===== src/hdl/mups_pkg.sv =====
// Shared types, widths and register codes for the max-unpool scatter address block.
package mups_pkg;

  // Payload widths
  localparam int DATA_W      = 32;
  localparam int IDX_W       = 32;
  localparam int ADDR_W      = 32;

  // Configuration register widths
  localparam int DIM_REG_W   = 13;
  localparam int BIG_REG_W   = 17;
  localparam int SCALE_REG_W = 5;
  localparam int CFG_IDX_W   = 4;
  localparam int CFG_DATA_W  = 32;

  // Plane bookkeeping
  localparam int PLANE_W     = 16;
  localparam int PLANE_LIMIT = 65536;
  localparam int AREA_W      = 33;

  // Parameter defaults
  localparam int DEF_MAX_DIM   = 4096;
  localparam int DEF_MAX_SCALE = 16;

  // Queue between front and back
  localparam int QUEUE_DEPTH = 4;

  // Divider: quotient bits resolved per cycle
  localparam int DIV_BITS  = 4;
  localparam int DIV_STEPS = IDX_W / DIV_BITS;
  localparam int STEP_W    = $clog2(DIV_STEPS);

  // Configuration register indexes
  typedef enum logic [CFG_IDX_W-1:0] {
    REG_IN_WIDTH      = 4'd0,
    REG_IN_HEIGHT     = 4'd1,
    REG_PLANE_COUNT   = 4'd2,
    REG_OUT_WIDTH     = 4'd3,
    REG_OUT_HEIGHT    = 4'd4,
    REG_SCALE_X       = 4'd5,
    REG_SCALE_Y       = 4'd6,
    REG_RELATIVE_MODE = 4'd7
  } cfg_reg_t;

  // Clamped settings plus precomputed plane size and absolute bound
  typedef struct packed {
    logic [DIM_REG_W-1:0]   in_width;
    logic [DIM_REG_W-1:0]   in_height;
    logic [BIG_REG_W-1:0]   plane_count;
    logic [BIG_REG_W-1:0]   out_width;
    logic [BIG_REG_W-1:0]   out_height;
    logic [SCALE_REG_W-1:0] scale_x;
    logic [SCALE_REG_W-1:0] scale_y;
    logic                   relative_mode;
    logic [AREA_W-1:0]      area;   // out_width * out_height
    logic [AREA_W-1:0]      bound;  // plane_count * area, saturated at 2**32
  } cfg_t;

  // Back-end sequencer states
  typedef enum logic [2:0] {
    BK_IDLE,
    BK_DIV,
    BK_ROW,
    BK_MUL,
    BK_SUM
  } back_state_t;

endpackage


===== src/hdl/mups_if.sv =====
// Channel interfaces: configuration writes, input elements and scatter writes.
interface mups_cfg_if import mups_pkg::*; ();
  logic                  valid;
  logic                  ready;
  logic [CFG_IDX_W-1:0]  index;
  logic [CFG_DATA_W-1:0] data;

  modport source (output valid, output index, output data, input ready);
  modport sink (input valid, input index, input data, output ready);
endinterface

interface mups_in_if import mups_pkg::*; ();
  logic              valid;
  logic              ready;
  logic [DATA_W-1:0] value;
  logic [IDX_W-1:0]  pool_index;

  modport source (output valid, output value, output pool_index, input ready);
  modport sink (input valid, input value, input pool_index, output ready);
endinterface

interface mups_out_if import mups_pkg::*; ();
  logic              valid;
  logic              ready;
  logic [ADDR_W-1:0] write_address;
  logic [DATA_W-1:0] write_value;
  logic              out_of_range;
  logic              last;

  modport source (output valid, output write_address, output write_value,
                  output out_of_range, output last, input ready);
  modport sink (input valid, input write_address, input write_value,
                input out_of_range, input last, output ready);
endinterface


===== src/hdl/mups_cfg.sv =====
// Configuration registers, clamping and plane size products.
module mups_cfg import mups_pkg::*; #(
  parameter int MAX_DIM   = DEF_MAX_DIM,
  parameter int MAX_SCALE = DEF_MAX_SCALE
) (
  input  logic     clk,
  input  logic     rst,
  mups_cfg_if.sink cfg,
  output cfg_t     settings,
  output logic     hold
);

  logic [DIM_REG_W-1:0]   in_width;
  logic [DIM_REG_W-1:0]   in_height;
  logic [BIG_REG_W-1:0]   plane_count;
  logic [BIG_REG_W-1:0]   out_width;
  logic [BIG_REG_W-1:0]   out_height;
  logic [SCALE_REG_W-1:0] scale_x;
  logic [SCALE_REG_W-1:0] scale_y;
  logic                   relative_mode;

  logic [1:0]             settle;
  logic [AREA_W-1:0]      area;
  logic [AREA_W-1:0]      bound;
  logic [2*BIG_REG_W-1:0] area_next;
  logic [IDX_W+BIG_REG_W-1:0] bound_prod;
  cfg_t                   clamped;

  assign cfg.ready = 1'b1;

  // Register writes
  always_ff @(posedge clk) begin
    if (rst) begin
      in_width      <= DIM_REG_W'(1);
      in_height     <= DIM_REG_W'(1);
      plane_count   <= BIG_REG_W'(1);
      out_width     <= BIG_REG_W'(1);
      out_height    <= BIG_REG_W'(1);
      scale_x       <= SCALE_REG_W'(2);
      scale_y       <= SCALE_REG_W'(2);
      relative_mode <= 1'b1;
    end else if (cfg.valid) begin
      unique case (cfg_reg_t'(cfg.index))
        REG_IN_WIDTH:      in_width      <= cfg.data[DIM_REG_W-1:0];
        REG_IN_HEIGHT:     in_height     <= cfg.data[DIM_REG_W-1:0];
        REG_PLANE_COUNT:   plane_count   <= cfg.data[BIG_REG_W-1:0];
        REG_OUT_WIDTH:     out_width     <= cfg.data[BIG_REG_W-1:0];
        REG_OUT_HEIGHT:    out_height    <= cfg.data[BIG_REG_W-1:0];
        REG_SCALE_X:       scale_x       <= cfg.data[SCALE_REG_W-1:0];
        REG_SCALE_Y:       scale_y       <= cfg.data[SCALE_REG_W-1:0];
        REG_RELATIVE_MODE: relative_mode <= cfg.data[0];
        default: ;
      endcase
    end
  end

  // Clamp every size to its legal range; zero acts as one
  always_comb begin
    clamped = '0;
    if (in_width == '0) clamped.in_width = DIM_REG_W'(1);
    else if (int'(in_width) > MAX_DIM) clamped.in_width = DIM_REG_W'(MAX_DIM);
    else clamped.in_width = in_width;

    if (in_height == '0) clamped.in_height = DIM_REG_W'(1);
    else if (int'(in_height) > MAX_DIM) clamped.in_height = DIM_REG_W'(MAX_DIM);
    else clamped.in_height = in_height;

    if (plane_count == '0) clamped.plane_count = BIG_REG_W'(1);
    else if (int'(plane_count) > PLANE_LIMIT) clamped.plane_count = BIG_REG_W'(PLANE_LIMIT);
    else clamped.plane_count = plane_count;

    if (out_width == '0) clamped.out_width = BIG_REG_W'(1);
    else if (int'(out_width) > PLANE_LIMIT) clamped.out_width = BIG_REG_W'(PLANE_LIMIT);
    else clamped.out_width = out_width;

    if (out_height == '0) clamped.out_height = BIG_REG_W'(1);
    else if (int'(out_height) > PLANE_LIMIT) clamped.out_height = BIG_REG_W'(PLANE_LIMIT);
    else clamped.out_height = out_height;

    if (scale_x == '0) clamped.scale_x = SCALE_REG_W'(1);
    else if (int'(scale_x) > MAX_SCALE) clamped.scale_x = SCALE_REG_W'(MAX_SCALE);
    else clamped.scale_x = scale_x;

    if (scale_y == '0) clamped.scale_y = SCALE_REG_W'(1);
    else if (int'(scale_y) > MAX_SCALE) clamped.scale_y = SCALE_REG_W'(MAX_SCALE);
    else clamped.scale_y = scale_y;

    clamped.relative_mode = relative_mode;
    clamped.area          = area;
    clamped.bound         = bound;
  end

  assign settings = clamped;

  // Plane size, then total output size saturated at 2**32
  assign area_next  = (2*BIG_REG_W)'(clamped.out_width) * (2*BIG_REG_W)'(clamped.out_height);
  assign bound_prod = (IDX_W+BIG_REG_W)'(clamped.plane_count) * (IDX_W+BIG_REG_W)'(area[IDX_W-1:0]);

  always_ff @(posedge clk) begin
    area <= area_next[AREA_W-1:0];
    if (area[IDX_W] || (|bound_prod[IDX_W+BIG_REG_W-1:IDX_W])) begin
      bound <= {1'b1, {IDX_W{1'b0}}};
    end else begin
      bound <= {1'b0, bound_prod[IDX_W-1:0]};
    end
  end

  // Hold input while the products catch up with a write
  always_ff @(posedge clk) begin
    if (rst) begin
      settle <= 2'd2;
    end else if (cfg.valid) begin
      settle <= 2'd2;
    end else if (settle != 2'd0) begin
      settle <= settle - 2'd1;
    end
  end

  assign hold = cfg.valid || (settle != 2'd0);

endmodule


===== src/hdl/mups_front.sv =====
// Front end: takes elements, tracks raster position and plane base, tags the last one.
module mups_front import mups_pkg::*; #(
  parameter int MAX_DIM = DEF_MAX_DIM,
  localparam int CW      = $clog2(MAX_DIM),
  localparam int ENTRY_W = DATA_W + IDX_W + ADDR_W + 2*CW + 1
) (
  input  logic               clk,
  input  logic               rst,
  mups_in_if.sink            element,
  input  cfg_t               settings,
  input  logic               hold,
  output logic               push_valid,
  input  logic               push_ready,
  output logic [ENTRY_W-1:0] push_data
);

  logic [CW-1:0]      column;
  logic [CW-1:0]      row;
  logic [PLANE_W-1:0] plane;
  logic [ADDR_W-1:0]  plane_base;

  logic               end_col;
  logic               end_row;
  logic               end_pln;
  logic               last;
  logic               accept;
  logic [ADDR_W+1:0]  base_sum;

  // Classify position against the clamped sizes
  always_comb begin
    end_col  = (BIG_REG_W'(column) + BIG_REG_W'(1)) >= BIG_REG_W'(settings.in_width);
    end_row  = (BIG_REG_W'(row) + BIG_REG_W'(1)) >= BIG_REG_W'(settings.in_height);
    end_pln  = (BIG_REG_W'(plane) + BIG_REG_W'(1)) >= settings.plane_count;
    last     = end_col && end_row && end_pln;
    base_sum = (ADDR_W+2)'(plane_base) + (ADDR_W+2)'(settings.area);
  end

  assign element.ready = push_ready && !hold;
  assign push_valid    = element.valid && !hold;
  assign accept        = push_valid && push_ready;
  assign push_data     = {element.value, element.pool_index, plane_base, row, column, last};

  // Advance column, row and plane counters per transaction
  always_ff @(posedge clk) begin
    if (rst) begin
      column     <= '0;
      row        <= '0;
      plane      <= '0;
      plane_base <= '0;
    end else if (accept) begin
      if (!end_col) begin
        column <= column + CW'(1);
      end else begin
        column <= '0;
        if (!end_row) begin
          row <= row + CW'(1);
        end else begin
          row <= '0;
          if (!end_pln) begin
            plane <= plane + PLANE_W'(1);
            if (|base_sum[ADDR_W+1:ADDR_W]) plane_base <= '1;
            else plane_base <= base_sum[ADDR_W-1:0];
          end else begin
            plane      <= '0;
            plane_base <= '0;
          end
        end
      end
    end
  end

endmodule


===== src/hdl/mups_queue.sv =====
// Small FIFO that decouples the front end from the back end.
module mups_queue import mups_pkg::*; #(
  parameter int WIDTH = 8,
  parameter int DEPTH = QUEUE_DEPTH,
  localparam int AW   = $clog2(DEPTH)
) (
  input  logic             clk,
  input  logic             rst,
  input  logic             push_valid,
  output logic             push_ready,
  input  logic [WIDTH-1:0] push_data,
  output logic             pop_valid,
  input  logic             pop_ready,
  output logic [WIDTH-1:0] pop_data
);

  logic [WIDTH-1:0] slots [DEPTH];
  logic [AW-1:0]    wr_ptr;
  logic [AW-1:0]    rd_ptr;
  logic [AW:0]      count;
  logic             do_push;
  logic             do_pop;

  assign push_ready = count != (AW+1)'(DEPTH);
  assign pop_valid  = count != '0;
  assign pop_data   = slots[rd_ptr];
  assign do_push    = push_valid && push_ready;
  assign do_pop     = pop_valid && pop_ready;

  // Store entries
  always_ff @(posedge clk) begin
    if (do_push) slots[wr_ptr] <= push_data;
  end

  // Move pointers and occupancy
  always_ff @(posedge clk) begin
    if (rst) begin
      wr_ptr <= '0;
      rd_ptr <= '0;
      count  <= '0;
    end else begin
      if (do_push) begin
        wr_ptr <= (int'(wr_ptr) == DEPTH-1) ? '0 : wr_ptr + AW'(1);
      end
      if (do_pop) begin
        rd_ptr <= (int'(rd_ptr) == DEPTH-1) ? '0 : rd_ptr + AW'(1);
      end
      if (do_push && !do_pop) count <= count + (AW+1)'(1);
      else if (do_pop && !do_push) count <= count - (AW+1)'(1);
    end
  end

  a_count_bound: assert property (@(posedge clk) disable iff (rst)
    int'(count) <= DEPTH)
    else $error("queue occupancy above depth");

  a_no_pop_empty_move: assert property (@(posedge clk) disable iff (rst)
    (count == '0 && !push_valid) |=> (rd_ptr == $past(rd_ptr)))
    else $error("read pointer moved on an empty queue");

endmodule


===== src/hdl/mups_back.sv =====
// Back end: window division, address arithmetic, range check and output register.
module mups_back import mups_pkg::*; #(
  parameter int MAX_DIM   = DEF_MAX_DIM,
  parameter int MAX_SCALE = DEF_MAX_SCALE,
  localparam int CW      = $clog2(MAX_DIM),
  localparam int ENTRY_W = DATA_W + IDX_W + ADDR_W + 2*CW + 1
) (
  input  logic               clk,
  input  logic               rst,
  input  cfg_t               settings,
  input  logic               pop_valid,
  output logic               pop_ready,
  input  logic [ENTRY_W-1:0] pop_data,
  mups_out_if.source         scatter
);

  localparam int SW_RAW = $clog2(MAX_SCALE + 1);
  localparam int SW     = (SW_RAW < SCALE_REG_W) ? SW_RAW : SCALE_REG_W;
  localparam int RW     = SW + 1;
  localparam int RSW    = CW + SCALE_REG_W;
  localparam int OCW    = CW + SCALE_REG_W + 1;
  localparam int WIN_W  = 2 * SCALE_REG_W;
  localparam int ROW_W  = IDX_W + 1;
  localparam int PROD_W = IDX_W + BIG_REG_W;
  localparam int SUM_W  = PROD_W + 1;

  back_state_t state;
  back_state_t state_next;

  // Item held by the back end
  logic [DATA_W-1:0] value;
  logic [IDX_W-1:0]  idx;
  logic [ADDR_W-1:0] base;
  logic [CW-1:0]     row;
  logic [CW-1:0]     column;
  logic              last;

  // Divider and arithmetic registers
  logic [IDX_W-1:0]  quot;
  logic [RW-1:0]     rem;
  logic [STEP_W-1:0] div_step;
  logic [ROW_W-1:0]  orow;
  logic [OCW-1:0]    ocol;
  logic              win_bad;
  logic [PROD_W-1:0] prod;
  logic              orow_ovf;
  logic              rel_bad;

  // Output register
  logic              out_valid;
  logic [ADDR_W-1:0] out_address;
  logic [DATA_W-1:0] out_value;
  logic              out_bad;
  logic              out_last;

  logic              out_load;
  logic [IDX_W-1:0]  quot_next;
  logic [RW-1:0]     rem_next;
  logic [RSW-1:0]    row_scaled;
  logic [WIN_W-1:0]  win_size;
  logic [SUM_W-1:0]  addr_sum;
  logic [ADDR_W-1:0] rel_address;
  logic              abs_bad;
  logic [RW-1:0]     divisor;

  assign divisor = RW'(settings.scale_x[SW-1:0]);

  // Resolve DIV_BITS quotient bits of pool_index / scale_x
  always_comb begin
    logic [IDX_W-1:0] q;
    logic [RW-1:0]    r;
    q = quot;
    r = rem;
    for (int k = 0; k < DIV_BITS; k++) begin
      r = {r[RW-2:0], q[IDX_W-1]};
      q = {q[IDX_W-2:0], 1'b0};
      if (r >= divisor) begin
        r    = r - divisor;
        q[0] = 1'b1;
      end
    end
    quot_next = q;
    rem_next  = r;
  end

  // Address pieces
  always_comb begin
    row_scaled  = RSW'(row) * RSW'(settings.scale_y);
    win_size    = WIN_W'(settings.scale_x) * WIN_W'(settings.scale_y);
    addr_sum    = SUM_W'(base) + SUM_W'(prod) + SUM_W'(ocol);
    rel_address = (orow_ovf || (|addr_sum[SUM_W-1:ADDR_W])) ? '1 : addr_sum[ADDR_W-1:0];
    abs_bad     = (AREA_W'(idx)) >= settings.bound;
  end

  // Sequencer state register
  always_ff @(posedge clk) begin
    if (rst) state <= BK_IDLE;
    else state <= state_next;
  end

  // Next state and handshakes
  always_comb begin
    state_next = state;
    pop_ready  = 1'b0;
    out_load   = 1'b0;
    unique case (state)
      BK_IDLE: begin
        pop_ready = 1'b1;
        if (pop_valid) state_next = BK_DIV;
      end
      BK_DIV: begin
        if (int'(div_step) == DIV_STEPS-1) state_next = BK_ROW;
      end
      BK_ROW: state_next = BK_MUL;
      BK_MUL: state_next = BK_SUM;
      BK_SUM: begin
        if (!out_valid || scatter.ready) begin
          out_load   = 1'b1;
          state_next = BK_IDLE;
        end
      end
      default: state_next = BK_IDLE;
    endcase
  end

  // Divider step count
  always_ff @(posedge clk) begin
    if (rst) begin
      div_step <= '0;
    end else if (state == BK_IDLE) begin
      div_step <= '0;
    end else if (state == BK_DIV) begin
      div_step <= div_step + STEP_W'(1);
    end
  end

  // Datapath registers
  always_ff @(posedge clk) begin
    if (state == BK_IDLE && pop_valid) begin
      {value, idx, base, row, column, last} <= pop_data;
      quot <= pop_data[ENTRY_W-DATA_W-1 -: IDX_W];
      rem  <= '0;
    end
    if (state == BK_DIV) begin
      quot <= quot_next;
      rem  <= rem_next;
    end
    if (state == BK_ROW) begin
      orow    <= ROW_W'(row_scaled) + ROW_W'(quot);
      ocol    <= OCW'(column) * OCW'(settings.scale_x) + OCW'(rem);
      win_bad <= idx >= IDX_W'(win_size);
    end
    if (state == BK_MUL) begin
      prod     <= PROD_W'(orow[IDX_W-1:0]) * PROD_W'(settings.out_width);
      orow_ovf <= orow[IDX_W];
      rel_bad  <= win_bad || (ROW_W'(ocol) >= ROW_W'(settings.out_width))
                  || (orow >= ROW_W'(settings.out_height));
    end
    if (out_load) begin
      out_value <= value;
      out_last  <= last;
      if (settings.relative_mode) begin
        out_address <= rel_address;
        out_bad     <= rel_bad;
      end else begin
        out_address <= idx;
        out_bad     <= abs_bad;
      end
    end
  end

  // Output valid: set on load, drop when taken
  always_ff @(posedge clk) begin
    if (rst) out_valid <= 1'b0;
    else if (out_load) out_valid <= 1'b1;
    else if (scatter.ready) out_valid <= 1'b0;
  end

  assign scatter.valid         = out_valid;
  assign scatter.write_address = out_address;
  assign scatter.write_value   = out_value;
  assign scatter.out_of_range  = out_bad;
  assign scatter.last          = out_last;

  a_div_exact: assert property (@(posedge clk) disable iff (rst)
    (state == BK_ROW) |->
      ((38'(quot) * 38'(divisor) + 38'(rem)) == 38'(idx)) && (rem < divisor))
    else $error("window division result inconsistent");

  a_sum_waits: assert property (@(posedge clk) disable iff (rst)
    (state == BK_SUM && out_valid && !scatter.ready) |=> (state == BK_SUM))
    else $error("result overwrote a pending transaction");

  a_pop_only_idle: assert property (@(posedge clk) disable iff (rst)
    (pop_valid && pop_ready) |=> (state == BK_DIV && div_step == '0))
    else $error("divider did not start from a fresh item");

endmodule


===== src/hdl/max_unpool_scatter_address.sv =====
// Max-unpool scatter address generator top level.
// Elements arrive in raster order (column, row, plane) and each yields one scatter write:
// the element word, its output address, a drop flag and a mark on the final element of the
// final plane. In relative mode the address is plane base + (row*scale_y + idx/scale_x)
// * out_width + col*scale_x + idx%scale_x, saturated at all ones; in absolute mode it is
// the index itself. The front end takes one element per cycle into a four-entry queue,
// unless input is held or the queue is full; the back end takes one element at a time from
// the queue, runs it through the divider for idx/scale_x (four quotient bits per cycle),
// two multiply stages and one final add before the output register, and takes no new element
// until the result is loaded there. After reset and after every configuration write, input
// is held while the output plane size and total output size are recomputed.
module max_unpool_scatter_address import mups_pkg::*; #(
  parameter int MAX_DIM   = DEF_MAX_DIM,
  parameter int MAX_SCALE = DEF_MAX_SCALE
) (
  input  logic       clk,
  input  logic       rst,
  mups_cfg_if.sink   cfg,
  mups_in_if.sink    element,
  mups_out_if.source scatter
);

  localparam int CW      = $clog2(MAX_DIM);
  localparam int ENTRY_W = DATA_W + IDX_W + ADDR_W + 2*CW + 1;

  cfg_t               settings;
  logic               hold;
  logic               push_valid;
  logic               push_ready;
  logic [ENTRY_W-1:0] push_data;
  logic               pop_valid;
  logic               pop_ready;
  logic [ENTRY_W-1:0] pop_data;

  mups_cfg #(
    .MAX_DIM   (MAX_DIM),
    .MAX_SCALE (MAX_SCALE)
  ) u_cfg (
    .clk      (clk),
    .rst      (rst),
    .cfg      (cfg),
    .settings (settings),
    .hold     (hold)
  );

  mups_front #(
    .MAX_DIM (MAX_DIM)
  ) u_front (
    .clk        (clk),
    .rst        (rst),
    .element    (element),
    .settings   (settings),
    .hold       (hold),
    .push_valid (push_valid),
    .push_ready (push_ready),
    .push_data  (push_data)
  );

  mups_queue #(
    .WIDTH (ENTRY_W),
    .DEPTH (QUEUE_DEPTH)
  ) u_queue (
    .clk        (clk),
    .rst        (rst),
    .push_valid (push_valid),
    .push_ready (push_ready),
    .push_data  (push_data),
    .pop_valid  (pop_valid),
    .pop_ready  (pop_ready),
    .pop_data   (pop_data)
  );

  mups_back #(
    .MAX_DIM   (MAX_DIM),
    .MAX_SCALE (MAX_SCALE)
  ) u_back (
    .clk       (clk),
    .rst       (rst),
    .settings  (settings),
    .pop_valid (pop_valid),
    .pop_ready (pop_ready),
    .pop_data  (pop_data),
    .scatter   (scatter)
  );

endmodule


===== src/flat_wrapper.sv =====
// flat-port wrapper written by rule: the top's interface ports become plain ports
module max_unpool_scatter_address_flat import mups_pkg::*;
#(
  parameter int MAX_DIM   = DEF_MAX_DIM,
  parameter int MAX_SCALE = DEF_MAX_SCALE
)
  (clk, rst, cfg_valid, cfg_index, cfg_data, cfg_ready, element_valid, element_value, element_pool_index, element_ready, scatter_valid, scatter_write_address, scatter_write_value, scatter_out_of_range, scatter_last, scatter_ready);
  mups_cfg_if cfg_i ();
  mups_in_if element_i ();
  mups_out_if scatter_i ();
  input  logic clk;
  input  logic rst;
  input wire logic [$bits(cfg_i.valid)-1:0] cfg_valid;
  input wire logic [$bits(cfg_i.index)-1:0] cfg_index;
  input wire logic [$bits(cfg_i.data)-1:0] cfg_data;
  output wire logic [$bits(cfg_i.ready)-1:0] cfg_ready;
  input wire logic [$bits(element_i.valid)-1:0] element_valid;
  input wire logic [$bits(element_i.value)-1:0] element_value;
  input wire logic [$bits(element_i.pool_index)-1:0] element_pool_index;
  output wire logic [$bits(element_i.ready)-1:0] element_ready;
  output wire logic [$bits(scatter_i.valid)-1:0] scatter_valid;
  output wire logic [$bits(scatter_i.write_address)-1:0] scatter_write_address;
  output wire logic [$bits(scatter_i.write_value)-1:0] scatter_write_value;
  output wire logic [$bits(scatter_i.out_of_range)-1:0] scatter_out_of_range;
  output wire logic [$bits(scatter_i.last)-1:0] scatter_last;
  input wire logic [$bits(scatter_i.ready)-1:0] scatter_ready;
  assign cfg_i.valid = cfg_valid;
  assign cfg_i.index = cfg_index;
  assign cfg_i.data = cfg_data;
  assign cfg_ready = cfg_i.ready;
  assign element_i.valid = element_valid;
  assign element_i.value = element_value;
  assign element_i.pool_index = element_pool_index;
  assign element_ready = element_i.ready;
  assign scatter_valid = scatter_i.valid;
  assign scatter_write_address = scatter_i.write_address;
  assign scatter_write_value = scatter_i.write_value;
  assign scatter_out_of_range = scatter_i.out_of_range;
  assign scatter_last = scatter_i.last;
  assign scatter_i.ready = scatter_ready;
  max_unpool_scatter_address #(.MAX_DIM(MAX_DIM), .MAX_SCALE(MAX_SCALE)) u_core (.clk(clk), .rst(rst), .cfg(cfg_i), .element(element_i), .scatter(scatter_i));
endmodule

===== config.mk =====
export PLATFORM = sky130hd
export DESIGN_NAME = max_unpool_scatter_address_flat
export DESIGN_NICKNAME = d
export VERILOG_FILES = /design/src/hdl/mups_pkg.sv /design/src/hdl/mups_if.sv /design/src/hdl/mups_cfg.sv /design/src/hdl/mups_front.sv /design/src/hdl/mups_queue.sv /design/src/hdl/mups_back.sv /design/src/hdl/max_unpool_scatter_address.sv /design/src/flat_wrapper.sv
export SDC_FILE = /design/constraint.sdc
export NUM_CORES = 2
export LEC_CHECK = 0
export ABC_CLOCK_PERIOD_IN_PS = 17000
export BUFFER_PORTS_ARGS = -buffer_cell sky130_fd_sc_hd__buf_2
export CAP_MARGIN = 0
export CORE_ASPECT_RATIO = 2
export CORE_UTILIZATION = 61
export CTS_BUF_LIST = sky130_fd_sc_hd__clkbuf_2
export CTS_CLUSTER_SIZE = 20
export DETAILED_ROUTE_END_ITERATION = 7
export GPL_TIMING_DRIVEN = 0
export MAX_ROUTING_LAYER = met4
export PLACE_DENSITY = 0.78
export SYNTH_ARGS = -nofsm -noshare
export SYNTH_HDL_FRONTEND = slang
export SYNTH_SLANG_ARGS = --single-unit

===== constraint.sdc =====
create_clock -name clk -period 17 [get_ports clk]
set_input_delay 1.7 -clock clk [delete_from_list [all_inputs] [get_ports clk]]
set_output_delay 1.7 -clock clk [all_outputs]
set_load 0.1 [all_outputs]

# Yosys cells after proc, flatten, opt, wreduce, memory -nomap -nowiden
# Memories as Yosys holds them, arrays and structs flattened. A register that Yosys moved wholly into a read port is not among the register bits.
# Index checks and enable logic that the tools add are counted.
word_totals:
  ram_bits: 484
  ff_bits: 570
  output_inout_bits: 69
  inputBits: 105
  memories: 1
  word_cells: 205
op_classes:
  muxes: 52
  eq_ne: 18
  n_lt_le_gt_ge: 18
  mul: 6
  reduce_logical: 49
  addsub: 21
memory_table:
  columns: ["memory", "depth", "word_bits", "rd", "rd_ports_with_merged_regs", "wr", "line", "text"]
  rows:
  - ["u_core.u_queue.slots", 4, 121, 1, 1, 1, "mups_queue.sv:17", "logic [WIDTH-1:0] slots [DEPTH];"]
op_table:
  columns: ["operator", "count"]
  rows:
  - ["two-way mux 32 bit", 6]
  - ["two-way mux 17 bit", 6]
  - ["two-way mux 13 bit", 4]
  - ["greater-than comparator 17 bit, second input constant", 3]
  - ["logical NOT 17 bit", 3]
  - ["adder 32 x 49 -> 50 bit", 1]
  - ["adder 50 x 18 -> 50 bit", 1]
  - ["multiplier 17 x 32 -> 49 bit", 1]
  - ["multiplier 32 x 17 -> 49 bit", 1]
  - ["two-way mux 5 bit", 7]
  - ["adder 32 x 33 -> 34 bit", 1]
  - ["multiplier 12 x 5 -> 17 bit", 2]
  - ["adder 17 x 32 -> 33 bit", 1]
  - ["greater-or-equal comparator 32 x 33 -> 1 bit", 1]
  - ["greater-or-equal comparator 33 x 17 -> 1 bit", 1]
  - ["multiplier 17 x 17 -> 33 bit", 1]
  - ["two-way mux 33 bit", 1]
  - ["greater-or-equal comparator 32 x 10 -> 1 bit", 1]
  - ["adder 12 x 1 -> 13 bit, second input constant", 2]
  - ["greater-than comparator 13 bit, second input constant", 2]
  - ["logical NOT 13 bit", 2]
  - ["adder 12 x 1 -> 12 bit, second input constant", 2]
  - ["greater-or-equal comparator 6 x 5 -> 1 bit", 4]
  - ["two-way mux 12 bit", 2]
  - ["other kinds (43)", 108]

# Logic depth before layout (Yosys ltp)
logic_depth:
  ltp_word: 12
  depth_mapped: 35
  depth_no_buf: 34

# By module
# A second synthesis with hierarchy kept.
hier_totals:
  cells_unflattened: 9027
  hier_area_um2: 94805.9
modules_own_cells:
  columns: ["module", "cells_each", "seq_area_each_um2", "n_inst", "area_each_um2"]
  rows:
  - ["mups_back", 3874, 9989.6, 1, 38403.1]
  - ["mups_cfg", 3691, 3123.0, 1, 32013.2]
  - ["mups_queue", 680, 14714.1, 1, 17936.0]
  - ["mups_front", 782, 1441.4, 1, 6453.7]

# Worst setup path before layout
# No wires, ideal clock.
synth_timing:
  kind: "reg2reg"
  from: "register u_core.u_cfg.plane_count[11]"
  to: "register u_core.u_cfg.bound[7]"
  t_arrival_ns: 7.666
  stages_incl_launch_ff: 29
  setup_time_ns: 0.066
  period_less_slack_ns: 7.732
  path_buffers: 4
  setup_slack_ns: 9.268
  required_time_ns: 16.934
  path_cell_list: "dfxtp_1 > nor4_1 > nand4_1 > nand2_1 > and2_1 > clkbuf_1 > clkbuf_1 > nand2_1 > fa_1 > fa_1 > fa_1 > fa_1 > fa_1 > fa_1 > inv_1 > ha_1 > buf_2 > a21o_1 > o21bai_1 > a221o_1 > a221oi_2 > nand3b_1 > o211ai_1 > xor2_1 > a2111o_1 > nor4b_2 > nand4_2 > buf_6 > a21oi_2"
synth_between:
  elab_chain_len: 6
  elab_cells_between_ends: 7
  cone_classes: "mul (1); order compare (1); mux (2); reduce/logical (3)"
synth_rtl:
  columns: ["element", "line", "text"]
  rows:
  - ["from (decl)", "mups_cfg.sv:15", "logic [BIG_REG_W-1:0] plane_count;"]
  - ["from (signal assigned)", "mups_cfg.sv:46", "REG_PLANE_COUNT: plane_count <= cfg.data[BIG_REG_W-1:0];"]
  - ["greater-than comparator 17 bit", "mups_cfg.sv:69", "else if (int'(plane_count) > PLANE_LIMIT) clamped.plane_count = BIG_REG_W'(PLANE_LIMIT);"]
  - ["two-way mux 17 bit", "mups_cfg.sv:69", null]
  - ["two-way mux 17 bit (*)", "mups_cfg.sv:68", "if (plane_count == '0) clamped.plane_count = BIG_REG_W'(1);"]
  - ["multiplier 17 x 32 -> 49 bit (*)", "mups_cfg.sv:97", "assign bound_prod = (IDX_W+BIG_REG_W)'(clamped.plane_count) * (IDX_W+BIG_REG_W)'(area[IDX_W-1:0]);"]
  - ["OR reduction 17 bit", "mups_cfg.sv:101", "if (area[IDX_W] || (|bound_prod[IDX_W+BIG_REG_W-1:IDX_W])) begin"]
  - ["logical OR 1 bit", "mups_cfg.sv:101", null]
  - ["to (signal assigned)", "mups_cfg.sv:102", "bound <= {1'b1, {IDX_W{1'b0}}};"]
  - ["to (signal assigned)", "mups_cfg.sv:104", "bound <= {1'b0, bound_prod[IDX_W-1:0]};"]
  - ["to (decl)", "mups_cfg.sv:24", "logic [AREA_W-1:0] bound;"]
# Every way passes the cells marked *; elsewhere a longest branch is shown, timed or not.
# A chain may end at the register's enable or synchronous reset.

# Final worst setup path
layout_timing:
  from: "register u_core.u_cfg.plane_count[12]"
  to: "register u_core.u_cfg.bound[6]"
# The elaborated chain is that of the path after synthesis.

==> summary.md <==
| Metric | Value |
|---|---|
| Status | `finished with violations` |
| Failing checks | `design-rule violations, max-capacitance violations, max-slew violations` |
| Worst Skew | `around 310 ps` |
| Worst slew pin tran | `1600 ps` |
| CP startpoint kind | `flop` |
| Antenna violations before repair | `62` |
| Maximum VDD drop | `0.166 mV` |
| Largest net degree at the start of global routing | `93` |
| Die height | `555 um` |
| CTS Sinks | `1056` |
| CP most frequent cell | `fa_1` |
| Worst flop-to-flop path endpoint | `u_core.u_cfg.bound[6]` |
| Most used DFF post-synth | `edfxtp_1` |
| # resized after CTS | `0` |
| M1 WL | `93500 um` |
| Fin nets | `11200` |
| I/O pin total | `between 150 and 200` |
| Max clock buf depth | `4` |
| Leak pwr | `42.7 nW` |
| Setup bufs post-CTS | `0` |
| CTS tree | `yes` |
| Sequential area share after synthesis | `31.4%` |
| Compound-Gate Fraction of Synth Area | `about 6.7%` |
| Routed Antenna Nets | `0` |
| Top-count cell post-synth | `inv_1` |
| Maximum fanout along the worst path | `10` |
| Worst Path Buf+Inv | `2` |
| Final Max Slew Viols | `28` |
| Worst EP arrival | `between 10000 and 15000 ps` |
| Critical Path RT | `18260 ps` |
| Max_cap viols | `3` |
| Setup crit start | `u_core.u_cfg.plane_count[12]` |
| Remaining global-route overflow | `0` |
| Core area | `152000 um2` |
| Depth of the most critical reg-to-reg path | `25` |
| Largest family of logic cells by synthesized area | `adder cells` |
| Ys async rst share | `0%` |
| Vias in the first global route | `75800` |
| Mapped cell area | `93300 um2` |
| Hold_buf cts | `0` |
| Met3 WL post-DR | `between 30000 and 40000 um` |
| CTS HTree Levels | `4` |
| Peak Freq | `0.0931 GHz` |
| Synth cell types | `85` |
| Post-Route WL | `roughly 340000 um` |
| DP HPWL | `263000 um` |
| Pwr/cell area | `84.0 nW/um2` |
| Vias per cell | `6.30` |
| Clock root buffer master | `clkbuf_2` |
| Crit Path Category | `reg2reg` |
| Mean post-synth cell area | `10.6 um2` |
| Row count | `202` |
| Worst Setup EP | `u_core.u_cfg.bound[6]` |
| Initial Util | `61.5%` |
| Top cells by area, synth | `fa_1 (27%), edfxtp_1 (26%), ha_1 (8.8%)` |
| Crit path depth | `25` |
| RSZ-0062 raised after global routing | `no` |
| CP endpoint kind | `flop` |
| Family with the most delay on the worst path | `adder cells` |
| Seq cells post-synth | `1056` |
| Reg-to-reg setup timing slack | `approximately 6300 ps` |
| Yosys warnings | `0` |
| Final period utilization | `63.2%` |
| Top post-synthesis cells by count | `inv_1 (1452), nand2_1 (1316), fa_1 (1236)` |
| I/O Buffers | `154` |
| Final worst path period need | `10740 ps` |
| Top Layer Used | `met4` |
| Syn_nets | `10800` |
| Clk Latency, worst-skew pair | `around 1600 ps` |
| Worst-path clk slew | `120 ps` |
| Vias post-DR | `71800` |
| Wire length on met2 | `158000 um` |
| Layout cells sized above 1 | `under 10%` |
| Hold Violations, Final | `0` |
| Crit-path max cell delay | `970 ps` |
| DRC viols | `2` |
| First-pass GRT wire length | `499000 um` |
| Setup ws final | `6260 ps` |
| Post-synthesis mux area share | `3.79%` |
| Area Overhead vs Synth | `6.34%` |
| Biggest area consumer among synthesized cells | `fa_1` |
| TritonRoute pass-1 iters | `8` |
| Number of synthesized flops with an enable pin | `812` |
| Slew headroom | `-6.80%` |
| Die area | `155000 um2` |
| Overall Global Routing Usage | `between 40% and 50%` |
| Post-Syn Instances | `8831` |
| Pre-CTS setup slack | `7100 ps` |
| Synth Area in XOR/XNOR | `between 2 and 2.5%` |
| Adder-cell share of the synthesized area | `35.3%` |
| Inserted Clock Buffers | `roughly 220` |
| Drt first-iter violations | `approximately 6800` |
| Worst Hold Class | `in2reg` |
| FILL cells | `12100` |
| Synth Area in Simple Gates | `12.7%` |
| WL/cell | `29.4 um` |
| RR Startpoint | `u_core.u_cfg.plane_count[12]` |
| TNS Setup | `0 ps` |
| Final setup fails | `0` |
| Routability cong. | `1.14` |
| Die X | `279 um` |
| Critical Path Slowest Stage Cell | `and2_0` |
| Min-Delay Path Depth | `1` |
| Yosys top cell area share | `a little over a quarter` |
final cells by class:
cell class / count / area [um2] / area share [%]
flip-flops and latches: 1056 / 29300 / 29.5
well taps: 1938 / 2420 / 2.44
multi-input cells: 5901 / 57000 / 57.5
clock inverters: 91 / 594 / 0.599
clock buffers: 297 / 1490 / 1.50
repair buffers: 173 / 1150 / 1.16
inverters: 1460 / 5490 / 5.53
plain buffers: 414 / 1610 / 1.62
diodes: 70 / 175 / 0.177
power breakdown:
| part | switching (W) | total (W) | internal (W) |
|---|---|---|---|
| Clock | 0.00100 | 0.00161 | 0.000602 |
| Combinational | 0.00197 | 0.00322 | 0.00126 |
| Sequential | 0.000331 | 0.00350 | 0.00317 |
| Total | 0.00330 | 0.00833 | 0.00504 |
per-stage QoR:
step	hold WS, ps	instance area, um2	std cells	power [W]	util [%]
after floorplan	400	93300	8831	0.00559	-
after global placement	402	96500	10900	0.00659	63.6
after detailed placement	405	96900	10900	0.00668	63.9
after CTS	212	99000	11300	0.00826	65.3
after global routing	269	99200	11400	0.00872	65.4
final	357	99200	11400	0.00833	65.4
cells in the final DEF (no fill, tap or decap), drive strengths merged, types with 42 or more instances in the layout:
| cell type | netlist | layout |
|---|---|---|
| a21o | 116 | 116 |
| a21oi | 337 | 337 |
| and2 | 217 | 217 |
| and3 | 269 | 269 |
| buf | 61 | 231 |
| clkbuf | 353 | 652 |
| clkinv | 7 | 86 |
| dfxtp | 244 | 244 |
| diode | 0 | 70 |
| edfxtp | 812 | 812 |
| fa | 1236 | 1236 |
| ha | 658 | 658 |
| inv | 1453 | 1454 |
| mux2i | 42 | 42 |
| mux4 | 121 | 121 |
| nand2 | 1316 | 1316 |
| nand2b | 51 | 51 |
| nand3 | 83 | 83 |
| nand4 | 49 | 49 |
| nor2 | 396 | 396 |
| nor2b | 47 | 47 |
| nor3 | 56 | 56 |
| o21a | 52 | 52 |
| o21ai | 153 | 153 |
| o21bai | 47 | 47 |
| xnor2 | 158 | 158 |
| xor2 | 107 | 107 |
layer usage:
metal | up-vias | track usage (%)
met2 | 4265 | 72.5
met4 | 0 | 52.4
met3 | 2309 | 16.4
met1 | 35400 | 42.1
li1 | 29800 | -
met5 | - | -
worst min-delay path by stage:
stage,from,endpoint
5_1_grt,element_value[3],u_core.u_queue.slots[1][92]
3_3_place_gp,u_core.u_back.value[18],u_core.u_back.scatter.write_value[18]
6_report,element_pool_index[29],u_core.u_queue.slots[0][86]
3_5_place_dp,u_core.u_back.value[4],u_core.u_back.scatter.write_value[4]
4_1_cts,element_value[8],u_core.u_queue.slots[1][97]
2_1_floorplan,u_core.u_back.last,u_core.u_back.scatter.last
state kept, by name, indices dropped and copies added, names as in the netlist, 33 cells and up, named ones only:
signal	cells
u_core.u_cfg.area	33
u_core.u_back.orow	33
u_core.u_cfg.bound	33
u_core.u_back.prod	49
u_core.u_queue.slots	484
kinds of logic (layout without fill, tap and decap cells):
kind of cell	Yosys count	after routing
AND/OR/NAND/NOR	2585	2585
adder cells (fa/ha/maj)	1894	1894
buffers and inverters	1874	2435
flip-flops	1056	1056
AO/OA/AOI/OAI	958	958
XOR/XNOR	265	265
multiplexers	198	198
other	1	71
worst reg2reg max path, delay by kind of cell (launching register included):
kind / cells / cell delay (ps)
flip-flops: 1 / 450
AO/OA/AOI/OAI: 6 / 1900
AND/OR/NAND/NOR: 9 / 3530
adder cells (fa/ha/maj): 7 / 3640
buffers and inverters: 2 / 960
XOR/XNOR: 1 / 170
Note: power is estimated with default switching activity, not from simulation.
